===== config.mk =====
export PLATFORM = sky130hd
export DESIGN_NAME = coefficient_distance_accumulator_core
export DESIGN_NICKNAME = d
export VERILOG_FILES = /design/src/rtl/core/cda_pkg.sv /design/src/rtl/core/cda_front.sv /design/src/rtl/core/cda_queue.sv /design/src/rtl/core/cda_back.sv /design/src/rtl/core/coefficient_distance_accumulator_core.sv
export VERILOG_INCLUDE_DIRS = /design/src /design/src/rtl/core
export SDC_FILE = /design/constraint.sdc
export NUM_CORES = 2
export LEC_CHECK = 0
export BUFFER_PORTS_ARGS = -buffer_cell sky130_fd_sc_hd__clkbuf_2
export CAP_MARGIN = 20
export CORE_UTILIZATION = 60
export CTS_CLUSTER_DIAMETER = 150
export DETAILED_ROUTE_END_ITERATION = 10
export PLACE_DENSITY = 0.88
export SYNTH_ARGS = -nofsm -noshare
export SYNTH_HDL_FRONTEND = slang
export SYNTH_SLANG_ARGS = --single-unit

===== constraint.sdc =====
create_clock -name clk_i -period 9.5 [get_ports clk_i]
set_clock_uncertainty 0.05 [all_clocks]
set_input_delay 1.425 -clock clk_i [delete_from_list [all_inputs] [get_ports clk_i]]
set_output_delay 1.425 -clock clk_i [all_outputs]
set_load 0.005 [all_outputs]

===== src/rtl/core/coefficient_distance_accumulator_core_macros.svh =====
// Assertion macros used by cda_back.
`ifndef COEFFICIENT_DISTANCE_ACCUMULATOR_CORE_MACROS_SVH
`define COEFFICIENT_DISTANCE_ACCUMULATOR_CORE_MACROS_SVH

// Property checked on every clock while out of reset.
`define CDA_ASSERT(name, prop, msg) \
  name: assert property (@(posedge clk_i) disable iff (!rst_ni) (prop)) else $error(msg);

// Same-cycle implication.
`define CDA_ASSERT_IMPL(name, ante, cons, msg) \
  name: assert property (@(posedge clk_i) disable iff (!rst_ni) (ante) |-> (cons)) \
    else $error(msg);

`endif


===== src/rtl/core/cda_pkg.sv =====
`timescale 1ns / 1ps
package cda_pkg;

  localparam int unsigned COEF_W      = 32;
  localparam int unsigned SUM_W       = 48;
  localparam int unsigned ROWC_W      = 9;
  localparam int unsigned ROW_W       = 8;
  localparam int unsigned WEIGHT_W    = 17;
  localparam int unsigned QUEUE_DEPTH = 2;
  localparam int unsigned QPTR_W      = (QUEUE_DEPTH > 1) ? $clog2(QUEUE_DEPTH) : 1;
  localparam int unsigned QCNT_W      = $clog2(QUEUE_DEPTH + 1);

  localparam logic [ROWC_W-1:0] MAX_ROWS  = 9'd256;
  localparam logic [31:0]       LN2_Q32   = 32'd2977044472;
  localparam logic [SUM_W-1:0]  SUM_MAX   = {SUM_W{1'b1}};
  localparam logic [22:0]       ONE_Q16   = 23'd65536;

  // metric_mode codes
  localparam logic [2:0] MODE_FRACTION = 3'd0;
  localparam logic [2:0] MODE_LOG      = 3'd1;
  localparam logic [2:0] MODE_WLOG     = 3'd2;
  localparam logic [2:0] MODE_PRES_ABS = 3'd3;
  localparam logic [2:0] MODE_ABS_PRES = 3'd4;

  // register indexes
  localparam logic [1:0] REG_METRIC_MODE = 2'd0;
  localparam logic [1:0] REG_ROW_COUNT   = 2'd1;

  typedef struct packed {
    logic [2:0]          mode;
    logic [COEF_W-1:0]   diff;
    logic [COEF_W:0]     den;
    logic [WEIGHT_W-1:0] weight;
    logic                a_nz;
    logic                b_nz;
    logic                last;
  } pair_t;

  typedef struct packed {
    logic full;
    logic empty;
  } queue_status_t;

  typedef enum logic [2:0] {
    ST_IDLE,
    ST_NORM,
    ST_SQR,
    ST_MUL,
    ST_DLOAD,
    ST_DIV,
    ST_ACC
  } back_state_e;

endpackage


===== src/rtl/core/cda_front.sv =====
`timescale 1ns / 1ps
module cda_front (
  input  logic                 clk_i,
  input  logic                 rst_ni,
  input  logic                 cfg_we_i,
  input  logic [1:0]           cfg_idx_i,
  input  logic [8:0]           cfg_data_i,
  input  logic [31:0]          coef_a_i,
  input  logic [31:0]          coef_b_i,
  input  logic [7:0]           row_index_i,
  input  logic                 last_pair_i,
  output cda_pkg::pair_t       pair_o
);

  logic [2:0]                   mode_q;
  logic [cda_pkg::ROWC_W-1:0]   rowc_q;
  logic [cda_pkg::ROWC_W-1:0]   base;
  logic [2*cda_pkg::ROWC_W-1:0] sq;

  always_ff @(posedge clk_i or negedge rst_ni) begin
    if (!rst_ni) begin
      mode_q <= cda_pkg::MODE_FRACTION;
      rowc_q <= 9'd1;
    end else if (cfg_we_i) begin
      if (cfg_idx_i == cda_pkg::REG_METRIC_MODE) mode_q <= cfg_data_i[2:0];
      else if (cfg_idx_i == cda_pkg::REG_ROW_COUNT) rowc_q <= cfg_data_i;
    end
  end

  always_comb begin
    if (row_index_i != '0) begin
      base = {1'b0, row_index_i};
    end else if (rowc_q == '0) begin
      base = 9'd1;
    end else if (rowc_q > cda_pkg::MAX_ROWS) begin
      base = cda_pkg::MAX_ROWS;
    end else begin
      base = rowc_q;
    end
    sq = base * base;
    pair_o.mode   = mode_q;
    pair_o.diff   = (coef_a_i >= coef_b_i) ? coef_a_i - coef_b_i : coef_b_i - coef_a_i;
    pair_o.den    = {1'b0, coef_a_i} + {1'b0, coef_b_i};
    // plain log mode divides by one
    pair_o.weight = (mode_q == cda_pkg::MODE_WLOG) ? sq[cda_pkg::WEIGHT_W-1:0]
                                                   : cda_pkg::WEIGHT_W'(1);
    pair_o.a_nz   = (coef_a_i != '0);
    pair_o.b_nz   = (coef_b_i != '0);
    pair_o.last   = last_pair_i;
  end

endmodule


===== src/rtl/core/cda_queue.sv =====
`timescale 1ns / 1ps
module cda_queue (
  input  logic                   clk_i,
  input  logic                   rst_ni,
  input  logic                   push_i,
  input  cda_pkg::pair_t         wr_pair_i,
  input  logic                   pop_i,
  output cda_pkg::pair_t         rd_pair_o,
  output cda_pkg::queue_status_t status_o
);

  cda_pkg::pair_t                mem_q [cda_pkg::QUEUE_DEPTH];
  logic [cda_pkg::QPTR_W-1:0]    wr_q, rd_q;
  logic [cda_pkg::QCNT_W-1:0]    cnt_q;
  logic                          do_push, do_pop;

  assign status_o.full  = (cnt_q == cda_pkg::QCNT_W'(cda_pkg::QUEUE_DEPTH));
  assign status_o.empty = (cnt_q == '0);
  assign do_push = push_i && !status_o.full;
  assign do_pop  = pop_i && !status_o.empty;
  assign rd_pair_o = mem_q[rd_q];

  always_ff @(posedge clk_i) begin
    if (do_push) mem_q[wr_q] <= wr_pair_i;
  end

  always_ff @(posedge clk_i or negedge rst_ni) begin
    if (!rst_ni) begin
      wr_q  <= '0;
      rd_q  <= '0;
      cnt_q <= '0;
    end else begin
      if (do_push) begin
        wr_q <= (wr_q == cda_pkg::QPTR_W'(cda_pkg::QUEUE_DEPTH - 1)) ? '0 : wr_q + 1'b1;
      end
      if (do_pop) begin
        rd_q <= (rd_q == cda_pkg::QPTR_W'(cda_pkg::QUEUE_DEPTH - 1)) ? '0 : rd_q + 1'b1;
      end
      if (do_push && !do_pop) cnt_q <= cnt_q + 1'b1;
      else if (!do_push && do_pop) cnt_q <= cnt_q - 1'b1;
    end
  end

endmodule


===== src/rtl/core/cda_back.sv =====
`timescale 1ns / 1ps
`include "coefficient_distance_accumulator_core_macros.svh"
module cda_back (
  input  logic                   clk_i,
  input  logic                   rst_ni,
  input  cda_pkg::pair_t         pair_i,
  input  cda_pkg::queue_status_t qstat_i,
  output logic                   pop_o,
  output logic                   out_valid_o,
  input  logic                   out_ready_i,
  output logic [47:0]            distance_o,
  output logic                   saturated_o
);

  cda_pkg::back_state_e state_q, state_d;
  cda_pkg::pair_t       ent_q, ent_d;
  logic [32:0] norm_q, norm_d, norm_n;
  logic [5:0]  lz_q, lz_d, lz_n, sh;
  logic [4:0]  cnt_q, cnt_d;
  logic [30:0] mant_q, mant_d;
  logic [19:0] frac_q, frac_d;
  logic [57:0] prod_q, prod_d;
  logic [32:0] rem_q, rem_d, dsr_q, dsr_d;
  logic [22:0] num_q, num_d, quo_q, quo_d, quo_n;
  logic [22:0] term_q, term_d;
  logic [47:0] sum_q, sum_d, out_dist_q, out_dist_d;
  logic        ovf_q, ovf_d, out_val_q, out_val_d, out_sat_q, out_sat_d;
  logic [48:0] fnum;
  logic [61:0] sq;
  logic [31:0] m2;
  logic [25:0] lval;
  logic [58:0] lnum;
  logic [33:0] trial;
  logic [47:0] term_w;
  logic        go;

  assign go = !ent_q.last || !out_val_q || out_ready_i;

  always_comb begin
    state_d = state_q;
    unique case (state_q)
      cda_pkg::ST_IDLE: begin
        if (!qstat_i.empty) begin
          if (pair_i.mode == cda_pkg::MODE_FRACTION) begin
            state_d = (pair_i.den == '0) ? cda_pkg::ST_ACC : cda_pkg::ST_DIV;
          end else if (pair_i.mode == cda_pkg::MODE_LOG || pair_i.mode == cda_pkg::MODE_WLOG) begin
            state_d = cda_pkg::ST_NORM;
          end else begin
            state_d = cda_pkg::ST_ACC;
          end
        end
      end
      cda_pkg::ST_NORM:  if (cnt_q == 5'd5) state_d = cda_pkg::ST_SQR;
      cda_pkg::ST_SQR:   if (cnt_q == 5'd19) state_d = cda_pkg::ST_MUL;
      cda_pkg::ST_MUL:   state_d = cda_pkg::ST_DLOAD;
      cda_pkg::ST_DLOAD: state_d = cda_pkg::ST_DIV;
      cda_pkg::ST_DIV:   if (cnt_q == 5'd1) state_d = cda_pkg::ST_ACC;
      cda_pkg::ST_ACC:   if (go) state_d = cda_pkg::ST_IDLE;
      default:           state_d = cda_pkg::ST_IDLE;
    endcase
  end

  always_comb begin
    ent_d = ent_q; norm_d = norm_q; lz_d = lz_q; cnt_d = cnt_q; mant_d = mant_q;
    frac_d = frac_q; prod_d = prod_q; rem_d = rem_q; dsr_d = dsr_q; num_d = num_q;
    quo_d = quo_q; term_d = term_q; sum_d = sum_q; ovf_d = ovf_q;
    out_dist_d = out_dist_q; out_sat_d = out_sat_q;
    out_val_d = out_val_q && !out_ready_i;
    pop_o = 1'b0;

    fnum  = {1'b0, pair_i.diff, 16'b0} + {17'b0, pair_i.den[32:1]};
    sh    = 6'd32 >> cnt_q[2:0];
    if ((norm_q >> (6'd33 - sh)) == '0) begin
      norm_n = norm_q << sh;
      lz_n   = lz_q + sh;
    end else begin
      norm_n = norm_q;
      lz_n   = lz_q;
    end
    sq    = mant_q * mant_q;
    m2    = sq[61:30];
    lval  = {(6'd32 - lz_q), frac_q};
    lnum  = {1'b0, prod_q} + ({42'b0, ent_q.weight} << 35);
    trial = {rem_q, num_q[22]};
    if (trial >= {1'b0, dsr_q}) begin
      quo_n = {quo_q[21:0], 1'b1};
    end else begin
      quo_n = {quo_q[21:0], 1'b0};
    end
    term_w = {25'b0, term_q};

    unique case (state_q)
      cda_pkg::ST_IDLE: begin
        if (!qstat_i.empty) begin
          pop_o  = 1'b1;
          ent_d  = pair_i;
          term_d = '0;
          quo_d  = '0;
          cnt_d  = '0;
          lz_d   = '0;
          frac_d = '0;
          norm_d = {1'b0, pair_i.diff} + 33'd1;
          rem_d  = {1'b0, fnum[48:17]};
          num_d  = {fnum[16:0], 6'b0};
          dsr_d  = pair_i.den;
          if (pair_i.mode == cda_pkg::MODE_FRACTION) begin
            cnt_d = 5'd17;
          end else if (pair_i.mode == cda_pkg::MODE_PRES_ABS) begin
            term_d = (pair_i.a_nz && !pair_i.b_nz) ? cda_pkg::ONE_Q16 : '0;
          end else if (pair_i.mode == cda_pkg::MODE_ABS_PRES) begin
            term_d = (!pair_i.a_nz && pair_i.b_nz) ? cda_pkg::ONE_Q16 : '0;
          end
        end
      end
      cda_pkg::ST_NORM: begin
        norm_d = norm_n;
        lz_d   = lz_n;
        cnt_d  = (cnt_q == 5'd5) ? '0 : cnt_q + 5'd1;
        mant_d = norm_n[32:2];
      end
      cda_pkg::ST_SQR: begin
        mant_d = m2[31] ? m2[31:1] : m2[30:0];
        frac_d = {frac_q[18:0], m2[31]};
        cnt_d  = cnt_q + 5'd1;
      end
      cda_pkg::ST_MUL: begin
        prod_d = lval * cda_pkg::LN2_Q32;
      end
      cda_pkg::ST_DLOAD: begin
        rem_d = '0;
        num_d = lnum[58:36];
        quo_d = '0;
        dsr_d = {16'b0, ent_q.weight};
        cnt_d = 5'd23;
      end
      cda_pkg::ST_DIV: begin
        rem_d = (trial >= {1'b0, dsr_q}) ? 33'(trial - {1'b0, dsr_q}) : trial[32:0];
        num_d = {num_q[21:0], 1'b0};
        quo_d = quo_n;
        cnt_d = cnt_q - 5'd1;
        if (cnt_q == 5'd1) term_d = quo_n;
      end
      cda_pkg::ST_ACC: begin
        if (go) begin
          if (term_w >= cda_pkg::SUM_MAX - sum_q) begin
            sum_d = cda_pkg::SUM_MAX;
            ovf_d = 1'b1;
          end else begin
            sum_d = sum_q + term_w;
          end
          if (ent_q.last) begin
            out_dist_d = sum_d;
            out_sat_d  = ovf_d;
            out_val_d  = 1'b1;
            sum_d      = '0;
            ovf_d      = 1'b0;
          end
        end
      end
      default: ;
    endcase
  end

  always_ff @(posedge clk_i or negedge rst_ni) begin
    if (!rst_ni) begin
      state_q   <= cda_pkg::ST_IDLE;
      sum_q     <= '0;
      ovf_q     <= 1'b0;
      out_val_q <= 1'b0;
      cnt_q     <= '0;
    end else begin
      state_q   <= state_d;
      sum_q     <= sum_d;
      ovf_q     <= ovf_d;
      out_val_q <= out_val_d;
      cnt_q     <= cnt_d;
    end
  end

  always_ff @(posedge clk_i) begin
    ent_q <= ent_d; norm_q <= norm_d; lz_q <= lz_d; mant_q <= mant_d; frac_q <= frac_d;
    prod_q <= prod_d; rem_q <= rem_d; dsr_q <= dsr_d; num_q <= num_d; quo_q <= quo_d;
    term_q <= term_d; out_dist_q <= out_dist_d; out_sat_q <= out_sat_d;
  end

  assign out_valid_o = out_val_q;
  assign distance_o  = out_dist_q;
  assign saturated_o = out_sat_q;

  `CDA_ASSERT_IMPL(a_mant_norm, state_q == cda_pkg::ST_SQR, mant_q[30], "mantissa not normalized")
  `CDA_ASSERT_IMPL(a_div_cnt, state_q == cda_pkg::ST_DIV, cnt_q != '0, "divider count ran out")
  `CDA_ASSERT_IMPL(a_ovf_sum, ovf_q, sum_q == cda_pkg::SUM_MAX, "overflow flag without full sum")

endmodule


===== src/rtl/core/coefficient_distance_accumulator_core.sv =====
`timescale 1ns / 1ps
// Coefficient distance accumulator. Each input beat carries one coefficient
// pair and its row; the per-pair term selected by metric_mode is added to an
// unsigned Q32.16 sum that saturates at its maximum, and the beat with tlast
// emits the sum and saturation flag and clears them. The front side registers
// config and classifies beats into a two-entry queue; the back side works one
// pair at a time, taking a queued pair whenever it is idle: count and
// unused modes go straight to accumulate, fraction runs a 17-step
// restoring divider (skipped when both values are zero), log modes run a
// 6-step normalize, 20 squaring steps on the 31x31 multiplier, one ln2
// multiply, a divider load and a 23-step divider. The result is valid the
// cycle after the last pair is summed; a result waiting on m_axis_tready
// holds the back side at the next last pair.
module coefficient_distance_accumulator_core (
  input  logic        clk_i,
  input  logic        rst_ni,
  input  logic        cfg_we_i,
  input  logic [1:0]  cfg_idx_i,
  input  logic [8:0]  cfg_data_i,
  input  logic        s_axis_tvalid,
  output logic        s_axis_tready,
  input  logic [71:0] s_axis_tdata,  // coef_a[31:0], coef_b[63:32], row_index[71:64]
  input  logic        s_axis_tlast,
  output logic        m_axis_tvalid,
  input  logic        m_axis_tready,
  output logic [47:0] m_axis_tdata,  // distance[47:0]
  output logic        m_axis_tuser   // saturated
);

  cda_pkg::pair_t         push_pair, pop_pair;
  cda_pkg::queue_status_t qstat;
  logic                   pop;

  cda_front u_front (
    .clk_i       (clk_i),
    .rst_ni      (rst_ni),
    .cfg_we_i    (cfg_we_i),
    .cfg_idx_i   (cfg_idx_i),
    .cfg_data_i  (cfg_data_i),
    .coef_a_i    (s_axis_tdata[31:0]),
    .coef_b_i    (s_axis_tdata[63:32]),
    .row_index_i (s_axis_tdata[71:64]),
    .last_pair_i (s_axis_tlast),
    .pair_o      (push_pair)
  );

  assign s_axis_tready = !qstat.full;

  cda_queue u_queue (
    .clk_i     (clk_i),
    .rst_ni    (rst_ni),
    .push_i    (s_axis_tvalid),
    .wr_pair_i (push_pair),
    .pop_i     (pop),
    .rd_pair_o (pop_pair),
    .status_o  (qstat)
  );

  cda_back u_back (
    .clk_i       (clk_i),
    .rst_ni      (rst_ni),
    .pair_i      (pop_pair),
    .qstat_i     (qstat),
    .pop_o       (pop),
    .out_valid_o (m_axis_tvalid),
    .out_ready_i (m_axis_tready),
    .distance_o  (m_axis_tdata),
    .saturated_o (m_axis_tuser)
  );

endmodule

# [Word-level counts from Yosys, hierarchy flattened]
# Memory sizes are Yosys's and may differ from the RTL's.
# Index checks and enable logic that the tools add are counted.
[classes] addsub=18 mul=3 order_cmp=4 eq_ne=22 shifts=3 mux=61 bitwise_logic=2 n_reduce_logical=50
[op_table] cell="$mux 33" count=5
[op_table] cell="$mux 23" count=6
[op_table] cell="$pmux 33 s2" count=2
[op_table] cell="$pmux 33 s3" count=1
[op_table] cell="$mux 48" count=2
[op_table] cell="$pmux 23 s3" count=1
[op_table] cell="$logic_not 33->1" count=2
[op_table] cell="$pmux 22 s3" count=1
[op_table] cell="$reduce_bool 32->1" count=2
[op_table] cell="$sub 32x32->32" count=2
[op_table] cell="$mul 31x31->62" count=1
[op_table] cell="$pmux 31 s2" count=1
[op_table] cell="$add 58x52->59" count=1
[op_table] cell="$mul 26x29->55 const B" count=1
[op_table] cell="$mux 17" count=3
[op_table] cell="$add 48x32->49" count=1
[op_table] cell="$add 48x23->48" count=1
[op_table] cell="$ge 23x48->1" count=1
[op_table] cell="$sub 48x48->48 const A" count=1
[op_table] cell="$pmux 23 s2" count=1
[op_table] cell="$pmux 20 s2" count=1
[op_table] cell="$ge 34x33->1" count=1
[op_table] cell="$add 32x1->33 const B" count=1
[op_table] cell="$add 32x32->33" count=1
[op_table] cell="51 further kinds" count=123
[word_totals] register_bits=420 mem_bits_rw=176 in_bits=89 out_inout_bits=51 word_cells=189 mem_count=1
[memory_table] memory="u_queue.mem_q" depth=2 word_bits=88 read_ports=1 rd_ports_with_merged_regs=0 write_ports=1 line_no="cda_queue.sv:12" source="cda_pkg::pair_t mem_q [cda_pkg::QUEUE_DEPTH];"

# [Depth between registers and ports, before layout]
# An unclocked memory read counts as a cell.
[depth] ltp_word=9 depth_mapped=33 ltp_nobuf=29

# [Modules after synthesis]
# A second synthesis with hierarchy kept.
[hier_totals] hier_cells=8092 hier_area_um2=77946.0
[by_module_without_submodules] module="cda_back" n_inst=1 cells_each=6722 area_per_inst_um2=63537.2 seq_area_each_um2=10880.4
[by_module_without_submodules] module="cda_front" n_inst=1 cells_each=1076 area_per_inst_um2=7826.3 seq_area_each_um2=301.5
[by_module_without_submodules] module="cda_queue" n_inst=1 cells_each=293 area_per_inst_um2=6578.8 seq_area_each_um2=5385.2
[by_module_without_submodules] module="coefficient_distance_accumulator_core" n_inst=1 cells_each=1 area_per_inst_um2=3.8 seq_area_each_um2=0.0

# [Least setup slack after synthesis]
# No wires, ideal clock.
[synth_path] kind="register -> register" startpoint="register u_back.mant_q[4]" endpoint="register u_back.mant_q[19], data pin" setup_ns=0.260 arrival_time_ns=8.019 t_required_ns=9.190 slack_ns=1.171 path_stages_with_launch=31 path_buffers=4 synth_period_minus_slack_ns=8.329 path_cell_list="edfxtp_1 -> clkbuf_1 -> clkbuf_1 -> nand2_1 -> fa_1 -> inv_1 -> fa_1 -> fa_1 -> inv_1 -> fa_1 -> inv_1 -> fa_1 -> inv_1 -> fa_1 -> inv_1 -> fa_1 -> fa_1 -> ha_1 -> nand4_1 -> or2_1 -> o21ba_2 -> o41a_2 -> o31ai_2 -> a211oi_2 -> o21ai_0 -> nor3b_1 -> or2_0 -> buf_2 -> buf_6 -> mux2_2 -> mux2_2"
[synth_between] elab_chain_len=3
[synth_rtl] item="start, declared" line_no="cda_back.sv:20" source="logic [30:0] mant_q, mant_d;"
[synth_rtl] item="start signal, assigned" line_no="cda_back.sv:181" source="ent_q <= ent_d; norm_q <= norm_d; lz_q <= lz_d; mant_q <= mant_d; frac_q <= frac_d;"
[synth_rtl] item="$mul 31x31->62" line_no="cda_back.sv:80" source="sq = mant_q * mant_q;"
[synth_rtl] item="$mux 31" line_no="cda_back.sv:122" source="mant_d = m2[31] ? m2[31:1] : m2[30:0];"
[synth_rtl] item="$pmux 31 s2" line_no="cda_back.sv:92" source="unique case (state_q)"
[synth_rtl] item="named net u_back.mant_d[19]" line_no="cda_back.sv:20"
# The timed path passes the listed nets, and every way through them passes these cells.
# A chain may end at the register's enable or synchronous reset.

# [Worst setup path in the final report]
[layout_path] startpoint="register u_back.mant_q[6]" endpoint="register u_back.mant_q[1], data pin"
# Same word-level chain as after synthesis.

==> results.json <==
{
  "status": "completed",
  "fill_cells": 9590,
  "via_count": 58060,
  "clk_pin_slew_worst_paths_ps": 60,
  "min_path_type": "reg -> reg",
  "detail_route.wl_per_cell_um": 21.7,
  "rows": 130,
  "relSlewSlack": 0.229,
  "overflow": 0,
  "slowest_delay_ps": 830,
  "setup-violations-final": 0,
  "slowest_stage": "edfxtp_1",
  "worstMarginPinSlew_ps": 1120,
  "fin_nets": 9800,
  "crit_top_cell": "fa_1",
  "final_cell_mix": "1583 x inv_1, 1058 x fa_1, 780 x ha_1",
  "period_share": 0.958,
  "start_util": 0.607,
  "cp.depth": 26,
  "grt_pass1_wl_mm": 329,
  "grt_pass1_vias": 60908,
  "via_per_inst": 6.07,
  "crit_type": "reg -> reg",
  "regArea_um2": 16400,
  "cts_made_buffers": 59,
  "final_common_cell": "inv_1",
  "hold_depth": 1,
  "drtIter0Drc": 5879,
  "io_buffers": 139,
  "worstPathArrival_ps": 9440,
  "h-tree-depth": 2,
  "synth-seq-cells": 559,
  "die_area_um2": 129000,
  "finalWirelength_mm": 207,
  "netlist_area_um2": 76500,
  "r2r_cells": 26,
  "worstSetupEndpointType": "flop",
  "final_max_slew_viol_count": 0,
  "antenna_found_initial": 4,
  "syn2layout_area_growth_pct": 6.10,
  "crit_family": "adder cells",
  "synth_top_area_share": 0.277,
  "ys_warn_count": 0,
  "hpwl_mm": 166,
  "grt_max_degree": 78,
  "worst-path-buf-inv": 5,
  "netlist.top_cell.by_area": "fa_1",
  "num_io_pins": 140,
  "insertion_delay_ps": 700,
  "cts_tree": "yes",
  "synth_edf_count": 485,
  "route.detailed.drc": 0,
  "instances_no_fill": 9572,
  "first_pass_iters": 6,
  "fin_crit_ps": 9100,
  "die_w_um": 359,
  "antenna_cells": 0,
  "multi_input_area_um2": 53000,
  "max_freq_mhz": 110,
  "crit_path_start_kind": "flop",
  "ys_async_sr_fraction": 0.132,
  "drive_gt1_frac": 0.0634,
  "ys.flop_type": "edfxtp_1",
  "path_max_fanout": 20,
  "syn_area_per_cell_um2": 9.74,
  "grt_usage": 0.323,
  "place.gp.congestion": 1.02,
  "numClockSinks": 559,
  "maxCapViolCount": 0,
  "syn_inst": 7848,
  "place_inst": 9451,
  "clockBufferDepth": 3,
  "tns_ps": 0,
  "synth.area.top_cells": "fa_1 28%, edfxtp_1 19%, ha_1 13%",
  "finalHoldViolCount": 0,
  "synth_cell_types": 104,
  "coreArea_um2": 126000,
  "root_buffer": "clkbuf_16",
  "required_ps": 9840,
  "die_y_um": 359,
  "synth_seq_area_share": 0.215,
  "ant_nets": 0,
  "rsz0062_at_grt": "false",
  "cts_hold_buffers": 0
}
[kinds of logic after synthesis]
kind of cell    share of synthesized area
flops                               0.215
buf+inv                            0.0933
simple gates                        0.109
other cells                     0.0000982
mux                                0.0361
compound gates                      0.106
xor+xnor                           0.0358
fa+ha+maj                           0.405
[metrics by stage]
| step | hold slack, ps | util | setup slack (ps) | instance area, um^2 |
|---|---|---|---|---|
| global placement | 414 | 0.626 | 555 | 78900 |
| CTS | 435 | 0.643 | 363 | 81000 |
| floorplan | 405 | - | 1170 | 76500 |
| global route | 462 | 0.644 | 6.00 | 81100 |
| finish | 437 | 0.644 | 396 | 81100 |
| detailed placement | 422 | 0.626 | 402 | 78900 |
[worst paths after layout]
check | startpoint | endpoint | slack (ps)
max reg2reg | u_back.mant_q[6] | u_back.mant_q[1] | 400
max | u_back.mant_q[6] | u_back.mant_q[1] | 400
min reg2reg | u_back.ovf_q | u_back.ovf_q | 440
min in group asynchronous | rst_ni | u_back.sum_q[26] | 560
max in group asynchronous | rst_ni | u_queue.rd_q | 7560
min | u_back.ovf_q | u_back.ovf_q | 440
[metal layers]
metal  GRT usage  routed length [um]
met5           0                  17
met4       0.139               10100
met3      0.0482               17600
met2       0.539               99300
met1       0.420               80400
[state kept, by name (all words and copies together) (netlist names), 23 cells and up]
register           flops
u_back.distance_o     48
u_back.dsr_q          33
u_back.mant_q         31
u_back.norm_q         33
u_back.num_q          23
u_back.prod_q         23
u_back.rem_q          33
u_back.sum_q          48
u_back.term_q         23
u_queue.mem_q        172
[what timing repair did]
item | in CTS | in global routing
gates resized for setup | 0 | 2
setup endpoints to repair | 0 | 15
buffers inserted | 0 | 8
[worst reg2reg max path, cell delays in order (launching register included)]
cell and delay (ps):
edfxtp_1 830, buf_4 380, nand2_1 120, fa_1 620, inv_1 60, fa_1 500, fa_1 520, inv_1 50
fa_1 480, inv_1 60, fa_1 500, fa_1 570, fa_1 440, fa_1 470, ha_1 360, o21a_1 210
o211ai_1 150, a21oi_1 80, a2111o_1 330, o31ai_2 390, a211oi_2 200, o21ai_1 270, o41ai_2 150, or2_1 380
buf_12 220, or3_1 350, o221a_2 130
[cells in the mapped netlist, types with 12 or more instances]
master / n
nor2_1: 430
and2_1: 208
mux2i_1: 194
nor3_1: 76
nor2b_1: 43
a31oi_1: 41
o21ai_0: 200
clkbuf_1: 230
a221o_1: 12
o211ai_1: 28
o21bai_1: 55
o22ai_1: 43
nand3_1: 104
xor2_1: 122
and3_1: 76
a31o_2: 14
a21o_1: 133
nand2_1: 545
dfrtp_1: 73
edfxtp_1: 485
a22o_1: 38
o21a_1: 25
nand2b_1: 37
a2111oi_0: 14
nand4_1: 59
a21oi_1: 402
o31ai_1: 14
or3_1: 34
fa_1: 1058
a21boi_0: 22
inv_1: 1584
or2_2: 34
xnor2_1: 191
nor4_1: 35
a211oi_1: 48
buf_1: 15
ha_1: 781
a221oi_1: 16
nand3b_1: 16
mux2_2: 73
buf_2: 29
[cell type report]
class / count / area share
Clock inverter: 36 / 0.00608
Timing Repair Buffer: 239 / 0.0190
Sequential cell: 559 / 0.202
Clock buffer: 75 / 0.0200
Inverter: 1593 / 0.0737
Tap cell: 1650 / 0.0254
Multi-Input combinational cell: 5420 / 0.653
Power is not shown: default switching activity piles up to over one toggle a cycle in this logic, so the estimate is an artifact.
